`config.mk`:
```
export PLATFORM = sky130hd
export DESIGN_NAME = gaussian_segment_cost_core
export DESIGN_NICKNAME = d
export VERILOG_FILES = /design/src/rtl/gsc_pkg.sv /design/src/rtl/gaussian_segment_cost_core.sv
export SDC_FILE = /design/constraint.sdc
export NUM_CORES = 2
export LEC_CHECK = 0
export ABC_AREA = 1
export BUFFER_PORTS_ARGS = -buffer_cell sky130_fd_sc_hd__buf_2
export CAP_MARGIN = 40
export CORE_ASPECT_RATIO = 1.4
export CORE_UTILIZATION = 40
export DETAILED_ROUTE_END_ITERATION = 8
export MAX_ROUTING_LAYER = met4
export PLACE_DENSITY = 0.66
export SYNTH_ARGS = -nofsm -noshare
export SYNTH_HDL_FRONTEND = slang
export SYNTH_SLANG_ARGS = --single-unit
```
`constraint.sdc`:
```
create_clock -name aclk -period 34.2 [get_ports aclk]
set_input_delay 1.71 -clock aclk [delete_from_list [all_inputs] [get_ports aclk]]
set_output_delay 1.71 -clock aclk [all_outputs]
set_load 0.05 [all_outputs]
```
`src/rtl/gsc_pkg.sv`:
```
package gsc_pkg;

    // Fixed point format: samples are Q31.16, costs are Q47.16.
    localparam int FRAC_BITS = 16;

    // Dimensions counted per segment; the count sticks at this value.
    localparam int MAX_DIMS = 16;
    localparam int DIM_W    = $clog2(MAX_DIMS + 1);

    // Field widths of one input word and one result word.
    localparam int SUM_W   = 48;
    localparam int SQ_W    = 47;
    localparam int IDX_W   = 16;
    localparam int COST_W  = 64;
    localparam int LEN_W   = IDX_W + 1;
    localparam int DIFF_W  = SUM_W + 1;

    // Packed stream widths, padded to whole bytes.
    localparam int IN_BITS  = 2 * SUM_W + 2 * SQ_W + 2 * IDX_W + COST_W;
    localparam int IN_W     = ((IN_BITS + 7) / 8) * 8;
    localparam int OUT_BITS = SUM_W + 2 * COST_W;
    localparam int OUT_W    = ((OUT_BITS + 7) / 8) * 8;

    // Bit offsets of the input fields inside s_tdata.
    localparam int OFS_SE    = 0;
    localparam int OFS_SS    = OFS_SE + SUM_W;
    localparam int OFS_QE    = OFS_SS + SUM_W;
    localparam int OFS_QS    = OFS_QE + SQ_W;
    localparam int OFS_ST    = OFS_QS + SQ_W;
    localparam int OFS_EN    = OFS_ST + IDX_W;
    localparam int OFS_PRIOR = OFS_EN + IDX_W;

    // Saturation limits.
    localparam logic signed [COST_W-1:0] S64_MAX = {1'b0, {(COST_W-1){1'b1}}};
    localparam logic signed [COST_W-1:0] S64_MIN = {1'b1, {(COST_W-1){1'b0}}};
    localparam logic signed [SUM_W-1:0]  S48_MAX = {1'b0, {(SUM_W-1){1'b1}}};
    localparam logic signed [SUM_W-1:0]  S48_MIN = {1'b1, {(SUM_W-1){1'b0}}};

    // Width of the multiplier product accumulator.
    localparam int PROD_W = 96;

endpackage

```
`src/rtl/gaussian_segment_cost_core.sv`:
```
// Least-squares segment cost core. Each input word carries one dimension of a
// candidate segment (prefix sums of values and squares at start and end+1, the
// segment bounds and the prior cost, with s_tlast marking the final dimension).
// Each word yields one result word with the dimension mean truncated toward
// zero; on the final dimension the result also carries the variance cost and
// that cost plus the prior cost, with m_tlast set, and the accumulators clear
// for the next segment. m_tuser reports any saturation seen in the segment so
// far. The core works on one word at a time through a small sequencer around
// one shared 65-bit saturating adder, one 32x32 multiplier and a radix-2
// restoring divider. The divider runs 49 steps for each word; on the final
// dimension the sequencer goes on to form the length product and the two cost
// sums before registering the result. A new word is accepted in the cycle
// after the result is registered, while the result may still wait in the
// output register.
module gaussian_segment_cost_core
    import gsc_pkg::*;
(
    input  logic              aclk,
    input  logic              aresetn,
    // Input channel.
    input  logic              s_tvalid,
    output logic              s_tready,
    // Fields from bit 0 up: sum_at_end[48], sum_at_start[48], sq_at_end[47],
    // sq_at_start[47], seg_start[16], seg_end[16], prior_cost[64], zero pad.
    input  logic [IN_W-1:0]   s_tdata,
    input  logic              s_tlast,
    // Result channel.
    output logic              m_tvalid,
    input  logic              m_tready,
    // Fields from bit 0 up: mean_value[48], var_cost[64], total_cost[64].
    output logic [OUT_W-1:0]  m_tdata,
    output logic              m_tlast,
    // Fields from bit 0 up: saturated[1].
    output logic              m_tuser
);

    // Sequencer states.
    localparam logic [4:0] ST_IDLE  = 5'd0;
    localparam logic [4:0] ST_DIFF  = 5'd1;
    localparam logic [4:0] ST_ABS   = 5'd2;
    localparam logic [4:0] ST_DIV   = 5'd3;
    localparam logic [4:0] ST_MEAN  = 5'd4;
    localparam logic [4:0] ST_SQ0   = 5'd5;
    localparam logic [4:0] ST_SQ1   = 5'd6;
    localparam logic [4:0] ST_SQ2   = 5'd7;
    localparam logic [4:0] ST_SQ3   = 5'd8;
    localparam logic [4:0] ST_ACCMS = 5'd9;
    localparam logic [4:0] ST_SUBQ  = 5'd10;
    localparam logic [4:0] ST_ACCSD = 5'd11;
    localparam logic [4:0] ST_LM0   = 5'd12;
    localparam logic [4:0] ST_LM1   = 5'd13;
    localparam logic [4:0] ST_LM2   = 5'd14;
    localparam logic [4:0] ST_VAR   = 5'd15;
    localparam logic [4:0] ST_TOT   = 5'd16;
    localparam logic [4:0] ST_FIN   = 5'd17;

    localparam int CNT_W = $clog2(DIFF_W);
    localparam logic [CNT_W-1:0] DIV_LAST = CNT_W'(DIFF_W - 1);
    localparam logic [SUM_W-1:0] MAG_MAX_POS = {1'b0, {(SUM_W-1){1'b1}}};
    localparam logic [SUM_W-1:0] MAG_MAX_NEG = {1'b1, {(SUM_W-1){1'b0}}};

    logic [4:0]               state_reg, state_next;

    // Latched input word.
    logic signed [SUM_W-1:0]  se_reg, ss_reg;
    logic [SQ_W-1:0]          qe_reg, qs_reg;
    logic [LEN_W-1:0]         len_reg;
    logic signed [COST_W-1:0] prior_reg;
    logic                     last_reg;

    // Segment accumulators.
    logic signed [COST_W-1:0] mean_sq_acc_reg, sq_diff_acc_reg;
    logic                     sat_flag_reg;
    logic [DIM_W-1:0]         dim_count_reg;

    // Working registers.
    logic signed [COST_W-1:0] tmp_reg;
    logic [DIFF_W-1:0]        quo_reg;
    logic [LEN_W-1:0]         rem_reg;
    logic [CNT_W-1:0]         cnt_reg;
    logic                     neg_reg;
    logic signed [SUM_W-1:0]  mean_reg;
    logic [SUM_W-1:0]         mag_reg;
    logic [63:0]              pp_reg;
    logic [PROD_W-1:0]        prod_reg;
    logic signed [COST_W-1:0] var_reg, tot_reg;

    // Output register.
    logic                     m_valid_reg;
    logic [OUT_W-1:0]         m_data_reg;
    logic                     m_last_reg;
    logic                     m_user_reg;

    // Shared adder signals.
    logic signed [COST_W:0]   add_a, add_b, add_sum;
    logic                     add_sub, add_ovf;
    logic signed [COST_W-1:0] add_sat;

    // Shared multiplier signals.
    logic [31:0]              mul_a, mul_b;
    logic [PROD_W-1:0]        prod_addend;

    // Divider step signals.
    logic [LEN_W:0]           trial;
    logic                     trial_ge;
    logic [LEN_W:0]           trial_rem;

    // Scaled products with their saturation.
    logic [PROD_W-1:0]        prod_shr;
    logic                     sq_sat, len_sat;
    logic signed [COST_W-1:0] sq_val, len_val;

    // Mean saturation.
    logic                     big_pos, big_neg;

    logic                     s_hs, out_free;

    assign s_tready = (state_reg == ST_IDLE);
    assign s_hs     = s_tvalid && s_tready;
    assign out_free = !m_valid_reg || m_tready;

    assign m_tvalid = m_valid_reg;
    assign m_tdata  = m_data_reg;
    assign m_tlast  = m_last_reg;
    assign m_tuser  = m_user_reg;

    // Operand selection for the shared saturating adder.
    always_comb begin
        add_a   = '0;
        add_b   = '0;
        add_sub = 1'b0;
        case (state_reg)
            ST_DIFF: begin
                add_a   = (COST_W+1)'(se_reg);
                add_b   = (COST_W+1)'(ss_reg);
                add_sub = 1'b1;
            end
            ST_ABS: begin
                add_b   = (COST_W+1)'(tmp_reg);
                add_sub = 1'b1;
            end
            ST_MEAN: begin
                add_b   = $signed({{(COST_W+1-DIFF_W){1'b0}}, quo_reg});
                add_sub = 1'b1;
            end
            ST_ACCMS: begin
                add_a = (COST_W+1)'(mean_sq_acc_reg);
                add_b = (COST_W+1)'(sq_val);
            end
            ST_SUBQ: begin
                add_a   = $signed({{(COST_W+1-SQ_W){1'b0}}, qe_reg});
                add_b   = $signed({{(COST_W+1-SQ_W){1'b0}}, qs_reg});
                add_sub = 1'b1;
            end
            ST_ACCSD: begin
                add_a = (COST_W+1)'(sq_diff_acc_reg);
                add_b = (COST_W+1)'(tmp_reg);
            end
            ST_VAR: begin
                add_a   = (COST_W+1)'(sq_diff_acc_reg);
                add_b   = (COST_W+1)'(len_val);
                add_sub = 1'b1;
            end
            ST_TOT: begin
                add_a = (COST_W+1)'(var_reg);
                add_b = (COST_W+1)'(prior_reg);
            end
            default: begin
                add_a = '0;
            end
        endcase
        add_sum = add_sub ? (add_a - add_b) : (add_a + add_b);
        add_ovf = add_sum[COST_W] ^ add_sum[COST_W-1];
        if (add_ovf) begin
            add_sat = add_sum[COST_W] ? S64_MIN : S64_MAX;
        end else begin
            add_sat = add_sum[COST_W-1:0];
        end
    end

    // Operand selection for the shared multiplier and partial product placement.
    always_comb begin
        mul_a       = '0;
        mul_b       = '0;
        prod_addend = '0;
        case (state_reg)
            ST_SQ0: begin
                mul_a = {8'd0, mag_reg[23:0]};
                mul_b = {8'd0, mag_reg[23:0]};
            end
            ST_SQ1: begin
                mul_a       = {8'd0, mag_reg[23:0]};
                mul_b       = {8'd0, mag_reg[47:24]};
                prod_addend = {32'd0, pp_reg};
            end
            ST_SQ2: begin
                mul_a       = {8'd0, mag_reg[47:24]};
                mul_b       = {8'd0, mag_reg[47:24]};
                prod_addend = {7'd0, pp_reg, 25'd0};
            end
            ST_SQ3: begin
                prod_addend = {pp_reg[47:0], 48'd0};
            end
            ST_LM0: begin
                mul_a = {{(32-LEN_W){1'b0}}, len_reg};
                mul_b = mean_sq_acc_reg[31:0];
            end
            ST_LM1: begin
                mul_a       = {{(32-LEN_W){1'b0}}, len_reg};
                mul_b       = {1'b0, mean_sq_acc_reg[62:32]};
                prod_addend = {32'd0, pp_reg};
            end
            ST_LM2: begin
                prod_addend = {pp_reg, 32'd0};
            end
            default: begin
                mul_a = '0;
            end
        endcase
    end

    // One restoring division step.
    always_comb begin
        trial     = {rem_reg, quo_reg[DIFF_W-1]};
        trial_ge  = (trial >= {1'b0, len_reg});
        trial_rem = trial - {1'b0, len_reg};
    end

    // Saturated views of the product accumulator.
    always_comb begin
        prod_shr = prod_reg >> FRAC_BITS;
        sq_sat   = |prod_shr[PROD_W-1:COST_W-1];
        sq_val   = sq_sat ? S64_MAX : $signed({1'b0, prod_shr[COST_W-2:0]});
        len_sat  = |prod_reg[PROD_W-1:COST_W-1];
        len_val  = len_sat ? S64_MAX : $signed({1'b0, prod_reg[COST_W-2:0]});
        big_pos  = !neg_reg && (quo_reg > {1'b0, MAG_MAX_POS});
        big_neg  = neg_reg && (quo_reg > {1'b0, MAG_MAX_NEG});
    end

    // Sequencer.
    always_comb begin
        state_next = state_reg;
        unique case (state_reg)
            ST_IDLE:  if (s_hs) state_next = ST_DIFF;
            ST_DIFF:  state_next = ST_ABS;
            ST_ABS:   state_next = ST_DIV;
            ST_DIV:   if (cnt_reg == '0) state_next = ST_MEAN;
            ST_MEAN:  state_next = ST_SQ0;
            ST_SQ0:   state_next = ST_SQ1;
            ST_SQ1:   state_next = ST_SQ2;
            ST_SQ2:   state_next = ST_SQ3;
            ST_SQ3:   state_next = ST_ACCMS;
            ST_ACCMS: state_next = ST_SUBQ;
            ST_SUBQ:  state_next = ST_ACCSD;
            ST_ACCSD: state_next = last_reg ? ST_LM0 : ST_FIN;
            ST_LM0:   state_next = ST_LM1;
            ST_LM1:   state_next = ST_LM2;
            ST_LM2:   state_next = ST_VAR;
            ST_VAR:   state_next = ST_TOT;
            ST_TOT:   state_next = ST_FIN;
            ST_FIN:   if (out_free) state_next = ST_IDLE;
            default:  state_next = ST_IDLE;
        endcase
    end

    // Control state and accumulators.
    always_ff @(posedge aclk) begin
        if (!aresetn) begin
            state_reg       <= ST_IDLE;
            mean_sq_acc_reg <= '0;
            sq_diff_acc_reg <= '0;
            sat_flag_reg    <= 1'b0;
            dim_count_reg   <= '0;
            m_valid_reg     <= 1'b0;
        end else begin
            state_reg <= state_next;
            if (m_valid_reg && m_tready) begin
                m_valid_reg <= 1'b0;
            end
            case (state_reg)
                ST_MEAN: begin
                    if (big_pos || big_neg) sat_flag_reg <= 1'b1;
                end
                ST_ACCMS: begin
                    mean_sq_acc_reg <= add_sat;
                    if (sq_sat || add_ovf) sat_flag_reg <= 1'b1;
                end
                ST_ACCSD: begin
                    sq_diff_acc_reg <= add_sat;
                    if (add_ovf) sat_flag_reg <= 1'b1;
                    if (dim_count_reg < DIM_W'(MAX_DIMS)) begin
                        dim_count_reg <= dim_count_reg + 1'b1;
                    end
                end
                ST_VAR: begin
                    if (len_sat || add_ovf) sat_flag_reg <= 1'b1;
                end
                ST_TOT: begin
                    if (add_ovf) sat_flag_reg <= 1'b1;
                end
                ST_FIN: begin
                    if (out_free) begin
                        m_valid_reg <= 1'b1;
                        if (last_reg) begin
                            mean_sq_acc_reg <= '0;
                            sq_diff_acc_reg <= '0;
                            sat_flag_reg    <= 1'b0;
                            dim_count_reg   <= '0;
                        end
                    end
                end
                default: begin
                end
            endcase
        end
    end

    // Datapath registers.
    always_ff @(posedge aclk) begin
        pp_reg <= mul_a * mul_b;
        case (state_reg)
            ST_IDLE: begin
                if (s_hs) begin
                    se_reg    <= s_tdata[OFS_SE +: SUM_W];
                    ss_reg    <= s_tdata[OFS_SS +: SUM_W];
                    qe_reg    <= s_tdata[OFS_QE +: SQ_W];
                    qs_reg    <= s_tdata[OFS_QS +: SQ_W];
                    len_reg   <= {1'b0, s_tdata[OFS_EN +: IDX_W] - s_tdata[OFS_ST +: IDX_W]}
                                 + LEN_W'(1);
                    prior_reg <= s_tdata[OFS_PRIOR +: COST_W];
                    last_reg  <= s_tlast;
                end
            end
            ST_DIFF: begin
                tmp_reg <= add_sat;
            end
            ST_ABS: begin
                neg_reg <= tmp_reg[COST_W-1];
                quo_reg <= tmp_reg[COST_W-1] ? add_sat[DIFF_W-1:0] : tmp_reg[DIFF_W-1:0];
                rem_reg <= '0;
                cnt_reg <= DIV_LAST;
            end
            ST_DIV: begin
                if (trial_ge) begin
                    rem_reg <= trial_rem[LEN_W-1:0];
                end else begin
                    rem_reg <= trial[LEN_W-1:0];
                end
                quo_reg <= {quo_reg[DIFF_W-2:0], trial_ge};
                cnt_reg <= cnt_reg - 1'b1;
            end
            ST_MEAN: begin
                if (big_pos) begin
                    mean_reg <= S48_MAX;
                    mag_reg  <= MAG_MAX_POS;
                end else if (big_neg) begin
                    mean_reg <= S48_MIN;
                    mag_reg  <= MAG_MAX_NEG;
                end else begin
                    mean_reg <= neg_reg ? add_sat[SUM_W-1:0] : quo_reg[SUM_W-1:0];
                    mag_reg  <= quo_reg[SUM_W-1:0];
                end
            end
            ST_SQ0, ST_LM0: begin
                prod_reg <= '0;
            end
            ST_SQ1, ST_SQ2, ST_SQ3, ST_LM1, ST_LM2: begin
                prod_reg <= prod_reg + prod_addend;
            end
            ST_SUBQ: begin
                tmp_reg <= add_sat;
            end
            ST_VAR: begin
                var_reg <= add_sat;
            end
            ST_TOT: begin
                tot_reg <= add_sat;
            end
            ST_FIN: begin
                if (out_free) begin
                    m_data_reg <= {last_reg ? tot_reg : '0, last_reg ? var_reg : '0, mean_reg};
                    m_last_reg <= last_reg;
                    m_user_reg <= sat_flag_reg;
                end
            end
            default: begin
            end
        endcase
    end

endmodule
```
**Word-level counts from Yosys, hierarchy flattened**

Index checks and enable logic that the tools add are counted.

- Add/subtract/negate cells: 7
- $mul: 1
- Order comparisons: 3
- Eq/ne operators: 25
- Multiplexer cells: 39
- Bitwise operators: 1
- Reductions and logical operators: 36

Operators by type and width:

| kind | number |
|---|---|
| one-hot mux 65 bit (7 select lines) | 1 |
| one-hot mux 96 bit (4 select lines) | 1 |
| one-hot mux 65 bit (5 select lines) | 1 |
| 2-to-1 mux 64 bit | 4 |
| one-hot mux 64 bit (2 select lines) | 2 |
| one-hot mux 96 bit (2 select lines) | 1 |
| 2-to-1 mux 48 bit | 3 |
| one-hot mux 32 bit (4 select lines) | 1 |
| 2-to-1 mux 63 bit | 2 |
| one-hot mux 49 bit (2 select lines) | 1 |
| adder 96 bit | 1 |
| one-hot mux 5 bit (18 select lines) | 1 |
| one-hot mux 24 bit (3 select lines) | 1 |
| adder 65 bit | 1 |
| 2-to-1 mux 65 bit | 1 |
| subtractor 65 bit | 1 |
| multiplier 32 x 32 -> 64 bit | 1 |
| > comparator 49 x 47 -> 1 bit (second input constant) | 1 |
| > comparator 49 x 48 -> 1 bit (second input constant) | 1 |
| 2-to-1 mux 49 bit | 1 |
| == test 5 x 4 -> 1 bit (second input constant) | 8 |
| one-hot mux 17 bit (2 select lines) | 1 |
| OR reduction 33 bit | 1 |
| == test 5 x 3 -> 1 bit (second input constant) | 4 |
| other kinds (29) | 71 |

- Bits in registers: 1106
- Input bits: 293
- Output and inout port bits: 180
- Logic and storage cells: 139

**Logic depth before layout (Yosys ltp)**

- Depth in word-level cells: 9
- Depth in mapped cells: 46
- Depth with buffers taken out: 44

**Worst setup path after synthesis**

Ideal clock, no wire load.

- Path kind: in2reg
- Start: in s_tvalid
- End: reg last_reg (enable)
- Setup time: 0.912 ns
- Arrival: 12.908 ns
- Data required time: 33.288 ns
- Setup slack: 20.381 ns
- Cell stages on the path: 2
- Path buffers: 0
- Cell sequence: inv_1 nor2_1

- Word-level cells in the longest chain between the ends: 2

Ends and longest elaborated chain:

| item | line | text |
|---|---|---|
| start, declared | gaussian_segment_cost_core.sv:21 | `input logic s_tvalid,` |
| logical AND 1 bit | gaussian_segment_cost_core.sv:119 | `assign s_hs = s_tvalid && s_tready;` |
| AND reduction 2 bit (no source line) | -- |  |
| end signal, assigned | gaussian_segment_cost_core.sv:331 | `last_reg <= s_tlast;` |
| end, declared | gaussian_segment_cost_core.sv:69 | `logic last_reg;` |

No other way between the ends.
A chain may end at the register's enable or synchronous reset.

**Worst setup path after layout**

- Start: reg prod_reg[81]
- End: reg quo_reg[26], data pin

- Word-level cells in the longest chain between the ends: 9
- Elaborated cells between the ends (all ways): 13
- Classes of those cells: 2 x add/sub; 8 x mux; 1 x bitwise; 2 x reduce/logical

Ends and longest elaborated chain:

| item | line | text |
|---|---|---|
| start, declared | gaussian_segment_cost_core.sv:85 | `logic [PROD_W-1:0] prod_reg;` |
| start signal, assigned | gaussian_segment_cost_core.sv:368 | `prod_reg <= prod_reg + prod_addend;` |
| OR reduction 33 bit or OR reduction 17 bit (tied branches) | gaussian_segment_cost_core.sv:234, gaussian_segment_cost_core.sv:232 |  |
| 2-to-1 mux 63 bit, on equally long branches | gaussian_segment_cost_core.sv:235, gaussian_segment_cost_core.sv:233 |  |
| one-hot mux 65 bit (7 select lines) * | gaussian_segment_cost_core.sv:132 | `case (state_reg)` |
| adder 65 bit or subtractor 65 bit (tied branches) | gaussian_segment_cost_core.sv:172 | `add_sum = add_sub ? (add_a - add_b) : (add_a + add_b);` |
| 2-to-1 mux 65 bit * | gaussian_segment_cost_core.sv:172 |  |
| 2-to-1 mux 64 bit or XOR 1 bit (tied branches) | gaussian_segment_cost_core.sv:175, gaussian_segment_cost_core.sv:173 |  |
| 2-to-1 mux 64 bit * | gaussian_segment_cost_core.sv:174 | `if (add_ovf) begin` |
| via add_sat[26] | gaussian_segment_cost_core.sv:97 | `logic signed [COST_W-1:0] add_sat;` |
| 2-to-1 mux 49 bit * | gaussian_segment_cost_core.sv:339 | `quo_reg <= tmp_reg[COST_W-1] ? add_sat[DIFF_W-1:0] : tmp_reg[DIFF_W-1:0];` |
| one-hot mux 49 bit (2 select lines) * | gaussian_segment_cost_core.sv:321 | `case (state_reg)` |
| end signal, assigned | gaussian_segment_cost_core.sv:339 |  |
| end signal, assigned | gaussian_segment_cost_core.sv:349 | `quo_reg <= {quo_reg[DIFF_W-2:0], trial_ge};` |
| end, declared | gaussian_segment_cost_core.sv:78 | `logic [DIFF_W-1:0] quo_reg;` |

The timed path passes the listed nets; every way through them passes the cells marked *.

==> tab_implementation.tex <==
\begin{tabular}{lr}
\hline
Metric & Value \\
\hline
\multicolumn{2}{l}{\textbf{Clocking}} \\
\quad Clock input transition at the sequential cells of the worst setup and hold paths & $\sim$0.080 ns \\
\quad Number of buffers inserted during clock tree synthesis & 111 \\
\quad Number of hold buffers added after cts & 0 \\
\quad Source-to-sink clock delay at the later pin of the worst-skew pair & 0.81 ns \\
\quad Setup repair bufs after CTS & 0 \\
\quad CTS tree & done \\
\quad CTS Buffer Depth & 3 \\
\quad Num Clock Sinks & 1101 \\
\quad Level count of the clock H-tree & 3 \\
\quad CTS Root Cell & clkbuf\_16 \\
\quad Cells resized by post-CTS repair & 0 \\
\multicolumn{2}{l}{\textbf{Critical path}} \\
\quad Reg2Reg Launch Point & prod\_reg[81]\$\_SDFFCE\_PN0P\_ \\
\quad Slowest-stage cell, CP & buf\_4 \\
\quad Critical Path AT & 10.99 ns \\
\quad Most common cell on crit path & nand2\_1 \\
\quad Critical path capture point type & register \\
\quad Classification of the worst setup path & reg -> reg \\
\quad Required time of the critical path & 34.72 ns \\
\quad Highest fanout seen on the critical path & 37 \\
\quad Combined buffer and inverter count along the critical path & 6 \\
\quad Worst R2R Path Depth & 38 \\
\quad Cell type group with the largest total delay on the critical path & simple AND/OR/NAND/NOR gates \\
\quad Largest stage delay on the critical path & 0.61 ns \\
\quad Crit Reg-Reg Endpoint & quo\_reg[26]\$\_DFFE\_PP\_ \\
\quad Worst Setup Start Kind & register \\
\quad R2r setup slk & approximately 24 ns \\
\multicolumn{2}{l}{\textbf{Power}} \\
\quad Power Dens Cells & 60.35 mW/mm\^{}2 \\
\quad Maximum resistive drop on vdd & $\sim$0.000064 V \\
\quad Power dissipated by switching net loads & 2.617 mW \\
\quad Clock Power Share & 0.245 \\
\quad Part of the total power dissipated in combinational logic & 0.428 \\
\quad Fraction of power consumed by sequential logic & 0.327 \\
\quad Pint & 3.074 mW \\
\quad Tot Pwr & approximately 5.7 mW \\
\quad Static Leak & between 40 and 50 nW \\
\quad Switching share of total power & 0.4599 \\
\multicolumn{2}{l}{\textbf{Min path}} \\
\quad Type of the worst min-delay path & reg -> reg \\
\quad Capture endpoint of the worst hold path & m\_tdata[30]\$\_DFFE\_PP\_ \\
\quad Hold wc startpoint & mean\_reg[30]\$\_SDFFCE\_PP1N\_ \\
\quad Worst hold path depth & 0 \\
\multicolumn{2}{l}{\textbf{Final layout}} \\
\quad Final non-filler cell area & about 0.094 sq mm \\
\quad Area Overhead vs Synth & 12.36\% \\
\quad Layout cells sized above 1 & 0.09245 \\
\quad Number of flip-flops in the largest register & 176 \\
\quad Net count, final & 11680 \\
\multicolumn{2}{l}{\textbf{Run}} \\
\quad Maximum Capacitance Violations & 0 \\
\multicolumn{2}{l}{\textbf{STA}} \\
\quad RSZ-0062 raised after global routing & false \\
\quad Setup Total Neg Slack & 0 ns \\
\quad Crit share post-route & 0.3061 \\
\quad Least-Margin Pin Slew & around 1 ns \\
\quad Final hold violations & 0 \\
\quad Final critical-path required period & 10.47 ns \\
\quad Final count of negative-setup-slack endpoints & 0 \\
\quad Number of pins with negative max-slew slack in the final report & 0 \\
\quad Slew HR & 0.3382 \\
\quad Setup clock skew after layout & 0.09441 ns \\
\quad Max Clk Rate & between 0.09 and 0.1 GHz \\
\multicolumn{2}{l}{\textbf{Outcome}} \\
\quad Result of the run & completed \\
\multicolumn{2}{l}{\textbf{Routing}} \\
\quad Initial DRT Pass Iterations & 7 \\
\quad Via count & 73710 \\
\quad Post-detailed-route wirelength per cell & 27.41 um \\
\quad DRT antenna net count & 0 \\
\quad Ratio of routed vias to standard cells & $\sim$5.6 \\
\quad DRC violations left & 0 \\
\quad Violation count after the first detailed-route iteration & 8802 \\
\quad Wire length after detailed routing & 360200 um \\
\multicolumn{2}{l}{\textbf{Yosys}} \\
\quad Yosys warns & 0 \\
\quad Post-synthesis instance area & about 0.084 sq mm \\
\quad Post-synthesis adder-cell area fraction & 0.2162 \\
\quad Top\_reg\_cell synth & edfxtp\_1 \\
\quad Post-synthesis instance total & 9904 \\
\quad Fraction of synthesized area in multiplexers & 0 \\
\quad Cell accounting for the most synthesized area & edfxtp\_1 \\
\quad Count of cell types in the netlist & 59 \\
\quad Number of flops mapped to enable cells by yosys & 907 \\
\quad Post-synthesis compound-gate area fraction & 0.1199 \\
\quad Post-synth top area share & 0.3245 \\
\quad Ranking of synthesized cells by area & edfxtp\_1 32\%, fa\_1 16\%, nand2\_1 8.7\% \\
\quad Main combinational cell family by area after synthesis & adder cells \\
\quad Most used standard cells in the synthesized netlist & 1956 x nand2\_1, 1785 x inv\_1, 1093 x nor2\_1, 907 x edfxtp\_1, 758 x a21oi\_1 \\
\quad Register area share after synthesis & 0.3708 \\
\quad Mean instance size in the synthesized netlist & 8.475 sq um \\
\quad Most frequent cell after synthesis & nand2\_1 \\
\quad Area share of and/or/nand/nor cells after synthesis & 0.1705 \\
\quad FFs w/ async S/R, synth & 0 \\
\quad Synthesized-area fraction occupied by xor and xnor cells & 0.02212 \\
\quad Count of state elements after synthesis & 1101 \\
\multicolumn{2}{l}{\textbf{Floorplan}} \\
\quad Core Area & roughly 0.21 sq mm \\
\quad Ports placed on the boundary & 473 \\
\quad Row count & 198 \\
\quad Height of the chip & 544.0 um \\
\quad Die outline width & 389.2 um \\
\quad Full die area & $\sim$0.21 sq mm \\
\quad Effective utilization at floorplan & 0.4033 \\
\multicolumn{2}{l}{\textbf{Placed design}} \\
\quad Standard cell area after detailed placement & 0.09009 sq mm \\
\quad DP HPWL & between 200000 and 300000 um \\
\quad Number of port buffers & 470 \\
\quad Routability Congestion & 1.067 \\
\multicolumn{2}{l}{\textbf{Global routing}} \\
\quad Antenna violations before repair & 20 \\
\quad Maximum number of pins on one net before global-route repair & 115 \\
\quad Gr ovfl total & 0 \\
\quad Total Routing Usage GR & 0.3462 \\
\quad Number of global-route vias before repair & 72680 \\
\quad First-pass GRT wire length & 510800 um \\
\hline
\end{tabular}
-- placed cells by master, fill, tap and decap left out, types with 20 or more instances in the layout --
cell type | netlist | routed
nand2_1 | 1956 | 1951
inv_1 | 1785 | 1784
nor2_1 | 1093 | 1082
edfxtp_1 | 907 | 907
a21oi_1 | 758 | 753
fa_1 | 664 | 664
o21ai_0 | 505 | 505
buf_2 | 27 | 472
ha_1 | 388 | 388
dfxtp_1 | 194 | 194
nand3_1 | 192 | 191
xor2_1 | 145 | 145
buf_4 | 8 | 133
clkbuf_16 | 0 | 116
nand4_1 | 100 | 100
a31oi_1 | 88 | 88
o21ai_1 | 77 | 76
nor3_1 | 75 | 68
xnor2_1 | 67 | 67
a22oi_1 | 65 | 65
conb_1 | 2 | 57
nand2_2 | 49 | 52
o22ai_1 | 50 | 48
o21a_1 | 46 | 46
o2111ai_1 | 45 | 45
o221ai_1 | 42 | 42
nor4_1 | 32 | 28
clkinv_1 | 17 | 28
inv_2 | 28 | 26
a21o_1 | 25 | 25
o21bai_1 | 21 | 21
bufinv_16 | 0 | 20
-- kinds of logic (layout without fill, tap and decap cells) --
kind of cell             count (synthesis)  count (layout)
adder cells (fa/ha/maj)               1052            1052
buffers and inverters                 2196            2664
AND/OR/NAND/NOR                       3549            3549
other                                    2              72
XOR/XNOR                               212             212
AO/OA/AOI/OAI                         1792            1792
flip-flops                            1101            1101
-- worst register-to-register path, delay by kind of cell, from the launching register on --
kind,cells,cell delay [ns]
compound gates,9,2.35
xor+xnor,2,0.74
fa+ha+maj,2,0.71
buf+inv,6,1.61
flops,1,0.39
simple gates,19,4.48
-- power by group through the flow --
stage	clock, mW	combinational (mW)	sequential [mW]
floorplan	0	1.28	1.84
global placement	0	2.26	1.88
detailed placement	0	2.28	1.88
CTS	1.41	2.29	1.85
global route	1.45	2.54	1.86
finish	1.40	2.43	1.86
-- metal layers --
| metal | part of all wire | global-route usage | wire length, um | vias to the layer above |
|---|---|---|---|---|
| met2 | 0.45 | 0.5383 | 163600 | 4063 |
| met5 | 0 | - | 0 | - |
| met1 | 0.39 | 0.4257 | 138700 | 36020 |
| li1 | - | - | - | 32750 |
| met3 | 0.088 | 0.05697 | 31860 | 872 |
| met4 | 0.072 | 0.2019 | 26080 | 0 |
-- layout make-up --
type                    instances  area, sq um
clock inverters                80         1155
diodes                         15        37.54
clock buffers                 129         2982
multi-input cells            6662        44890
inverters                    1830         6880
well taps                    2700         3378
fillers                     20420       113800
repair buffers                625         3869
flip-flops and latches       1101        31120
-- worst max-delay path by stage --
stage,start,endpoint,slack (ns),depth (start not counted)
final,prod_reg[81]$_SDFFCE_PN0P_,quo_reg[26]$_DFFE_PP_,23.73,38
after floorplan,s_tvalid,last_reg$_DFFE_PP_,20.38,2
after global placement,state_reg[2]$_SDFFE_PN0P_,pp_reg[50]$_DFF_P_,23.62,38
after CTS,prod_reg[86]$_SDFFCE_PN0P_,quo_reg[29]$_DFFE_PP_,23.99,40
after detailed placement,prod_reg[86]$_SDFFCE_PN0P_,quo_reg[29]$_DFFE_PP_,24.04,40
after global routing,prod_reg[80]$_SDFFCE_PN0P_,quo_reg[29]$_DFFE_PP_,23.37,39
-- stage by stage --
step	utilization	hold WS, ns	instances	setup WS [ns]
2_1_floorplan	-	0.4003	9959	20.38
3_3_place_gp	0.4307	0.4033	12900	23.62
3_5_place_dp	0.4329	0.4045	12920	24.04
4_1_cts	0.4528	0.3838	13130	23.99
5_1_grt	0.4531	0.3908	13140	23.37
6_report	0.4532	0.3810	13140	23.73
Power figures use the tool's default switching activity.
